--- config.mk ---
export PLATFORM = sky130hd
export DESIGN_NAME = sata_read_command_builder_core
export DESIGN_NICKNAME = d
export VERILOG_FILES = /design/src/design/srcb_pkg.sv /design/src/design/srcb_front.sv /design/src/design/srcb_queue.sv /design/src/design/srcb_back.sv /design/src/design/sata_read_command_builder_core.sv
export SDC_FILE = /design/constraint.sdc
export NUM_CORES = 1
export LEC_CHECK = 0
export BUFFER_PORTS_ARGS = -buffer_cell sky130_fd_sc_hd__buf_2
export CAP_MARGIN = 10
export CORE_ASPECT_RATIO = 1.25
export CORE_UTILIZATION = 55
export CTS_CLUSTER_DIAMETER = 120
export DETAILED_ROUTE_END_ITERATION = 12
export HOLD_SLACK_MARGIN = 0.06
export PLACE_DENSITY = 0.85
export SKIP_CTS_REPAIR_TIMING = 1
export SLEW_MARGIN = 20
export SYNTH_ARGS = -nofsm -noshare
export SYNTH_HDL_FRONTEND = slang
export SYNTH_SLANG_ARGS = --single-unit
--- constraint.sdc ---
create_clock -name clk -period 9.65 [get_ports clk]
set_clock_uncertainty 0.1 [all_clocks]
set_input_delay 0.4825 -clock clk [delete_from_list [all_inputs] [get_ports clk]]
set_output_delay 0.4825 -clock clk [all_outputs]
set_load 0.005 [all_outputs]
--- src/design/srcb_pkg.sv ---
// Shared types, constants and sizes of the read command builder.
package srcb_pkg;

  localparam int MAX_SG_ENTRIES    = 8;
  localparam int SECTORS_PER_ENTRY = 16;
  localparam int SLOT_COUNT        = 32;
  localparam int SECTOR_BYTES      = 512;
  localparam int QUEUE_DEPTH       = 2;

  localparam int ENTRY_W = $clog2(MAX_SG_ENTRIES + 1);
  localparam int QPTR_W  = (QUEUE_DEPTH > 1) ? $clog2(QUEUE_DEPTH) : 1;
  localparam int QCNT_W  = $clog2(QUEUE_DEPTH + 1);

  localparam int MAX_SECTORS = MAX_SG_ENTRIES * SECTORS_PER_ENTRY;
  localparam logic [63:0] ENTRY_BYTES = 64'(SECTORS_PER_ENTRY * SECTOR_BYTES);
  localparam logic [12:0] FULL_BCM1   = 13'(SECTORS_PER_ENTRY * SECTOR_BYTES - 1);

  localparam logic [1:0] ITEM_ENTRY   = 2'd0;
  localparam logic [1:0] ITEM_COMMAND = 2'd1;
  localparam logic [1:0] ITEM_ERROR   = 2'd2;

  localparam logic [1:0] ERR_NONE    = 2'd0;
  localparam logic [1:0] ERR_NO_SLOT = 2'd1;
  localparam logic [1:0] ERR_COUNT   = 2'd2;

  localparam logic [7:0]  OP_READ_DMA     = 8'hC8;
  localparam logic [7:0]  OP_READ_DMA_EXT = 8'h25;
  localparam logic [47:0] SHORT_LIMIT     = 48'h0000_0FFF_FFFF;
  localparam logic [7:0]  LBA_MODE_BIT    = 8'h40;
  localparam logic [3:0]  HEAD_MASK       = 4'hF;

  typedef struct packed {
    logic [47:0] start_block;
    logic [15:0] num_sectors;
    logic [63:0] buffer_address;
    logic [31:0] busy_slots;
  } req_t;

  typedef struct packed {
    logic [1:0]  item_kind;
    logic [4:0]  slot;
    logic [63:0] data_address;
    logic [12:0] byte_count_minus_one;
    logic        interrupt_on_done;
    logic [7:0]  command_code;
    logic [7:0]  device_byte;
    logic [47:0] block_out;
    logic [15:0] count_out;
    logic [1:0]  error_code;
    logic        last;
  } rsp_t;

  // Classified request as it waits between front and back.
  typedef struct packed {
    logic               is_error;
    logic [1:0]         error_code;
    logic [4:0]         slot;
    logic [63:0]        buffer_address;
    logic [47:0]        start_block;
    logic [15:0]        num_sectors;
    logic [ENTRY_W-1:0] entries;
    logic [12:0]        last_bcm1;
    logic [7:0]         command_code;
    logic [7:0]         device_byte;
  } desc_t;

endpackage

--- src/design/srcb_front.sv ---
// Front end: accept a request, pick a slot, check the count, classify.
module srcb_front (
  input  logic           req_valid,
  output logic           req_ready,
  input  srcb_pkg::req_t req_data,
  input  logic           q_full,
  output logic           push,
  output srcb_pkg::desc_t desc
);

  logic        found;
  logic [4:0]  slot_sel;
  logic [15:0] count_m1;
  logic        count_bad;
  logic [31:0] rem;

  // Lowest clear bit wins: scan from the top so the lowest assignment sticks.
  always_comb begin
    found    = 1'b0;
    slot_sel = '0;
    for (int i = srcb_pkg::SLOT_COUNT - 1; i >= 0; i--) begin
      if (!req_data.busy_slots[i]) begin
        found    = 1'b1;
        slot_sel = 5'(i);
      end
    end
  end

  assign count_m1  = req_data.num_sectors - 16'd1;
  assign count_bad = (req_data.num_sectors == 16'd0) ||
                     (32'(req_data.num_sectors) > 32'(srcb_pkg::MAX_SECTORS));
  assign rem       = 32'(count_m1) % srcb_pkg::SECTORS_PER_ENTRY;

  always_comb begin
    desc                = '0;
    desc.buffer_address = req_data.buffer_address;
    desc.start_block    = req_data.start_block;
    desc.num_sectors    = req_data.num_sectors;
    desc.entries        = srcb_pkg::ENTRY_W'(32'(count_m1) / srcb_pkg::SECTORS_PER_ENTRY + 1);
    desc.last_bcm1      = 13'(rem * srcb_pkg::SECTOR_BYTES + (srcb_pkg::SECTOR_BYTES - 1));
    if (req_data.start_block < srcb_pkg::SHORT_LIMIT) begin
      desc.command_code = srcb_pkg::OP_READ_DMA;
      desc.device_byte  = srcb_pkg::LBA_MODE_BIT |
                          {4'h0, req_data.start_block[27:24] & srcb_pkg::HEAD_MASK};
    end else begin
      desc.command_code = srcb_pkg::OP_READ_DMA_EXT;
      desc.device_byte  = srcb_pkg::LBA_MODE_BIT;
    end
    priority if (!found) begin
      desc.is_error   = 1'b1;
      desc.error_code = srcb_pkg::ERR_NO_SLOT;
    end else if (count_bad) begin
      desc.is_error   = 1'b1;
      desc.error_code = srcb_pkg::ERR_COUNT;
      desc.slot       = slot_sel;
    end else begin
      desc.is_error   = 1'b0;
      desc.error_code = srcb_pkg::ERR_NONE;
      desc.slot       = slot_sel;
    end
  end

  assign req_ready = !q_full;
  assign push      = req_valid && !q_full;

endmodule

--- src/design/srcb_queue.sv ---
// Short request queue between the front and back ends.
module srcb_queue (
  input  logic            clk,
  input  logic            rst,
  input  logic            push,
  input  srcb_pkg::desc_t push_data,
  output logic            full,
  input  logic            pop,
  output logic            head_valid,
  output srcb_pkg::desc_t head
);

  srcb_pkg::desc_t                    store [srcb_pkg::QUEUE_DEPTH];
  logic [srcb_pkg::QPTR_W-1:0] wr_ptr;
  logic [srcb_pkg::QPTR_W-1:0] rd_ptr;
  logic [srcb_pkg::QCNT_W-1:0] count;

  assign full       = (count == srcb_pkg::QCNT_W'(srcb_pkg::QUEUE_DEPTH));
  assign head_valid = (count != '0);
  assign head       = store[rd_ptr];

  always_ff @(posedge clk) begin
    if (push) begin
      store[wr_ptr] <= push_data;
    end
  end

  always_ff @(posedge clk) begin
    if (rst) begin
      wr_ptr <= '0;
      rd_ptr <= '0;
      count  <= '0;
    end else begin
      if (push) begin
        wr_ptr <= (32'(wr_ptr) == srcb_pkg::QUEUE_DEPTH - 1) ? '0 : wr_ptr + 1'b1;
      end
      if (pop) begin
        rd_ptr <= (32'(rd_ptr) == srcb_pkg::QUEUE_DEPTH - 1) ? '0 : rd_ptr + 1'b1;
      end
      unique case ({push, pop})
        2'b10:   count <= count + 1'b1;
        2'b01:   count <= count - 1'b1;
        default: count <= count;
      endcase
    end
  end

endmodule

--- src/design/srcb_back.sv ---
// Back end: walk one queued request and emit its entries and command frame, or its error item.
module srcb_back (
  input  logic            clk,
  input  logic            rst,
  input  logic            head_valid,
  input  srcb_pkg::desc_t head,
  output logic            pop,
  output logic            rsp_valid,
  input  logic            rsp_ready,
  output srcb_pkg::rsp_t  rsp_data
);

  logic [srcb_pkg::ENTRY_W-1:0] idx;
  logic [63:0]                  addr_acc;
  logic                         out_free;
  logic                         fire;
  logic                         at_command;
  logic                         at_last_entry;
  logic [63:0]                  entry_addr;
  srcb_pkg::rsp_t               item;

  assign out_free      = !rsp_valid || rsp_ready;
  assign fire          = head_valid && out_free;
  assign at_command    = (idx == head.entries);
  assign at_last_entry = (srcb_pkg::ENTRY_W'(idx + 1'b1) == head.entries);
  assign entry_addr    = (idx == '0) ? head.buffer_address : addr_acc;
  assign pop           = fire && (head.is_error || at_command);

  always_comb begin
    item      = '0;
    item.last = 1'b1;
    priority if (head.is_error) begin
      item.item_kind  = srcb_pkg::ITEM_ERROR;
      item.error_code = head.error_code;
    end else if (at_command) begin
      item.item_kind    = srcb_pkg::ITEM_COMMAND;
      item.slot         = head.slot;
      item.command_code = head.command_code;
      item.device_byte  = head.device_byte;
      item.block_out    = head.start_block;
      item.count_out    = head.num_sectors;
      item.error_code   = srcb_pkg::ERR_NONE;
    end else begin
      item.item_kind            = srcb_pkg::ITEM_ENTRY;
      item.slot                 = head.slot;
      item.data_address         = entry_addr;
      item.byte_count_minus_one = at_last_entry ? head.last_bcm1 : srcb_pkg::FULL_BCM1;
      item.interrupt_on_done    = 1'b1;
      item.last                 = 1'b0;
    end
  end

  always_ff @(posedge clk) begin
    if (rst) begin
      rsp_valid <= 1'b0;
      idx       <= '0;
    end else begin
      if (out_free) begin
        rsp_valid <= head_valid;
      end
      if (fire) begin
        idx <= pop ? '0 : idx + 1'b1;
      end
    end
  end

  // Payload registers: hold until the next item is loaded.
  always_ff @(posedge clk) begin
    if (fire) begin
      rsp_data <= item;
      addr_acc <= entry_addr + srcb_pkg::ENTRY_BYTES;
    end
  end

endmodule

--- src/design/sata_read_command_builder_core.sv ---
// Top level of the SATA read command builder (front end, request queue, back end).
// A request is written into the queue, and its results are registered in the back end output register.
// A good request gives N entries plus one command frame, at one result per cycle through
// the back end output register while rsp_ready is high; an error gives 1.
// The front end accepts one request per cycle while the 2-deep queue has room.
// Reset (rst, synchronous): empty the queue, drop rsp_valid, rewind the entry index.
module sata_read_command_builder_core (
  input  logic            clk,
  input  logic            rst,
  input  logic            req_valid,
  output logic            req_ready,
  input  srcb_pkg::req_t  req_data,
  output logic            rsp_valid,
  input  logic            rsp_ready,
  output srcb_pkg::rsp_t  rsp_data
);

  // Classified transaction from the front end, pushed into the queue.
  logic            push;
  srcb_pkg::desc_t push_desc;
  logic            q_full;

  // Queue head as seen by the back end.
  logic            head_valid;
  srcb_pkg::desc_t head;
  logic            pop;

  // Front end: pick the lowest free slot, check the sector count and
  // settle the opcode and device byte, all in the accept cycle.
  srcb_front u_front (
    .req_valid (req_valid),
    .req_ready (req_ready),
    .req_data  (req_data),
    .q_full    (q_full),
    .push      (push),
    .desc      (push_desc)
  );

  // Queue: decouple accepting new transactions from draining results, so
  // a stalled rsp side does not block the next request until it fills.
  srcb_queue u_queue (
    .clk        (clk),
    .rst        (rst),
    .push       (push),
    .push_data  (push_desc),
    .full       (q_full),
    .pop        (pop),
    .head_valid (head_valid),
    .head       (head)
  );

  // Back end: step through the scatter-gather entries of the head request,
  // advancing the buffer address per entry, then emit the command frame and
  // pop. Error requests leave as a single item.
  srcb_back u_back (
    .clk        (clk),
    .rst        (rst),
    .head_valid (head_valid),
    .head       (head),
    .pop        (pop),
    .rsp_valid  (rsp_valid),
    .rsp_ready  (rsp_ready),
    .rsp_data   (rsp_data)
  );

endmodule

==> metrics <==
status complete, no violations; max cap viols 0; yosys warns 0; initial antenna violation count 4; buffers added on ports 328; Lkg Pwr 9.55 nW; CTS HTree Levels 2; Post-DRT Antenna Nets 0; critical path fanouts, max slightly below 100; first drt pass iteration count 7; largest net degree at the start of global routing between 100 and 150; share of the synthesized area in the top cell type 73.0%; ratio of cells with drive above 1 in the final layout between 20% and 30%; CTS tree built; Final Hold Violating Endpoints 0; Layout area overhead 22.8%; RSZ-0062 raised after global routing false; fin crit share 46.6%; cell depth of the worst flop-to-flop path 13; most frequent cells in the layout 515 x edfxtp_1, 328 x buf_2, 178 x nor2_1, 149 x mux2i_1, 120 x dlygate4sd3_1; worst setup path start u_back.idx[0]; root buffer cell clkbuf_16; DR WL/cell around 20 um; async set or reset register ratio after synthesis 0%; global-route wire length before repair roughly 66000 um; actual slew at the worst max-slew pin 1.15 ns; Tot GR Track Use between 20% and 30%; peak supply drop about 260 uV; Critical Path End Type register; Hold Startpoint req_data[136]; sequential share of the synthesized area roughly three quarters; fin. max-slew vios 0; total global routing overflow 0; endpoints failing setup 0; die width 178 um; Rows 80; Syn Area/Cell 15.4 um^2; clk sinks 525; Reg2Reg Launch Point u_back.idx[0]; Yosys cell types 60; residual DRC count 0; number of synthesized register bits between 500 and 600; Syn Inst Count between 1000 and 1500; reg-to-reg endpoint u_back.addr_acc[55]; Final GP Congestion about 0.85; vias post-DR 13118; Die Y 221 um; final WL ~47000 um; Clock transition at path regs about 0.070 ns; io pins approximately 330; Max Clk Rate roughly 0.22 GHz; commonest non-fill, non-tap cell in the layout edfxtp_1; Pwr Density 262 nW/um^2; CP arrival 4.70 ns; Clk Latency, worst-skew pair around 0.56 ns; worst path required time a little under 10 ns; Slew HR 23.4%; min-delay worst type input port to register; final setup TNS 0 ns; Iter 0 DRT Violations 994; number of nets in the layout between 1500 and 2000; starting density of the core roughly 56%; R2R Setup Slk between 5 and 6 ns; vias per cell 5.57; vias in the first global route 12717; DP Wirelength 28200 um; Post-synth EDFFs 515; TritonCTS Buffers around 50; Post-Syn Area 21200 um^2; Synth area leaders edfxtp_1 73%, mux2i_1 7.0%, nor2_1 3.2%, xnor2_1 1.7%, mux2_2 1.4%; Synth Flop Type edfxtp_1; CP endpoint u_back.addr_acc[55]; Fin Hold WS 0.0770 ns; Worst Setup Start Kind register; CP Class register to register; Die Area 39300 um^2; Core Area ~38000 um^2; buffer levels on the longest clock path 3; Final Critical Period ~4.5 ns; area leader, netlist edfxtp_1
worst min-delay path by stage:
stage                                        to  slack (ns)  depth (start not counted)
final                      u_queue.store[1][73]        0.08                          1
after detailed placement               register        0.41                          2
after CTS                 u_queue.store[1][157]       -0.02                          1
after floorplan                        register        0.38                          2
after global routing       u_queue.store[1][73]        0.06                          1
after global placement                 register        0.39                          2
synth_stat cells, types with 2 or more instances:
| cell | count |
|---|---|
| a21oi_1 | 46 |
| nand4_1 | 19 |
| nor3_1 | 18 |
| o211ai_1 | 2 |
| xnor2_1 | 40 |
| mux2i_1 | 149 |
| nor2_1 | 179 |
| dfxtp_1 | 10 |
| edfxtp_1 | 515 |
| nand2b_1 | 5 |
| buf_6 | 4 |
| a21o_1 | 2 |
| ha_1 | 6 |
| or3_1 | 3 |
| and2_1 | 23 |
| o21ai_0 | 24 |
| buf_2 | 14 |
| a31oi_1 | 7 |
| a222oi_1 | 2 |
| buf_4 | 22 |
| nand2_1 | 56 |
| buf_1 | 8 |
| a22oi_1 | 3 |
| a32o_1 | 2 |
| nor2b_1 | 4 |
| clkbuf_1 | 23 |
| or2_2 | 3 |
| xor2_1 | 34 |
| mux2_2 | 27 |
| and3_1 | 5 |
| a211oi_1 | 8 |
| and4_1 | 6 |
| nand3_1 | 43 |
| nor3b_2 | 2 |
| nor4_1 | 12 |
| inv_1 | 21 |
| nand3b_1 | 6 |
sequential cells by signal, summed over array words and instances, names as in the netlist, named ones only:
name and count:
u_back.addr_acc 64, u_back.idx 4, u_back.rsp_data 151, u_back.rsp_valid 1, u_queue.count 2, u_queue.rd_ptr 1, u_queue.store 300, u_queue.wr_ptr 1
per-layer routing:
layer | vias up | track usage (%) | routed length (um)
met3 | 88 | 5.27 | 3340
met5 | - | 0 | 13
met1 | 6452 | 25.9 | 17400
met4 | 2 | 7.20 | 1090
met2 | 546 | 38.7 | 24800
li1 | 6030 | - | -
worst max-delay path, stage by stage (launching register included):
cell	delay, ns
dfxtp_1	0.44
inv_1	0.08
ha_1	0.22
or3b_4	0.23
buf_4	0.68
nand2_1	0.16
nand2_1	0.12
ha_1	0.21
nand4_1	0.15
a222oi_1	0.74
and4_1	0.51
nand3_4	0.20
nor4_2	0.31
xnor2_1	0.09
metrics by stage:
stage / cells / setup slack, ns / utilization [%] / power [mW] / instance area, um^2
floorplan: 1380 / 2.00 / - / 4.39 / 21200
global placement: 2140 / 5.36 / 61.0 / 4.76 / 23200
detailed placement: 2140 / 5.23 / 61.0 / 4.82 / 23200
CTS: 2230 / 5.18 / 65.3 / 6.78 / 24800
global route: 2352 / 4.82 / 68.4 / 7.08 / 26000
finish: 2354 / 5.15 / 68.5 / 6.81 / 26000
cell families (layout without fill, tap and decap cells):
family | count (synthesis) | count (layout) | share of synthesized area [%]
AND/OR/NAND/NOR | 394 | 394 | 8.91
XOR/XNOR | 74 | 74 | 3.06
other | 1 | 9 | 0.0177
multiplexers | 176 | 176 | 8.47
flip-flops | 525 | 525 | 73.9
AO/OA/AOI/OAI | 108 | 108 | 3.04
adder cells (fa/ha/maj) | 6 | 6 | 0.354
buffers and inverters | 92 | 570 | 2.24
cell type report:
class	instances	area, um^2
sequential	525	15700
fill	2471	12000
multi-input combinational	763	5100
timing repair buffer	459	2930
clock buffer	59	1310
tap	492	616
clock inverter	31	328
inverter	21	86.3
antenna	4	10.0
power by group:
part / internal (mW) / total (mW) / switching [mW]
combinational: 0.540 / 1.43 / 0.891
clock: 1.15 / 1.96 / 0.812
sequential: 3.20 / 3.41 / 0.213
(Power assumes the default switching activity.)
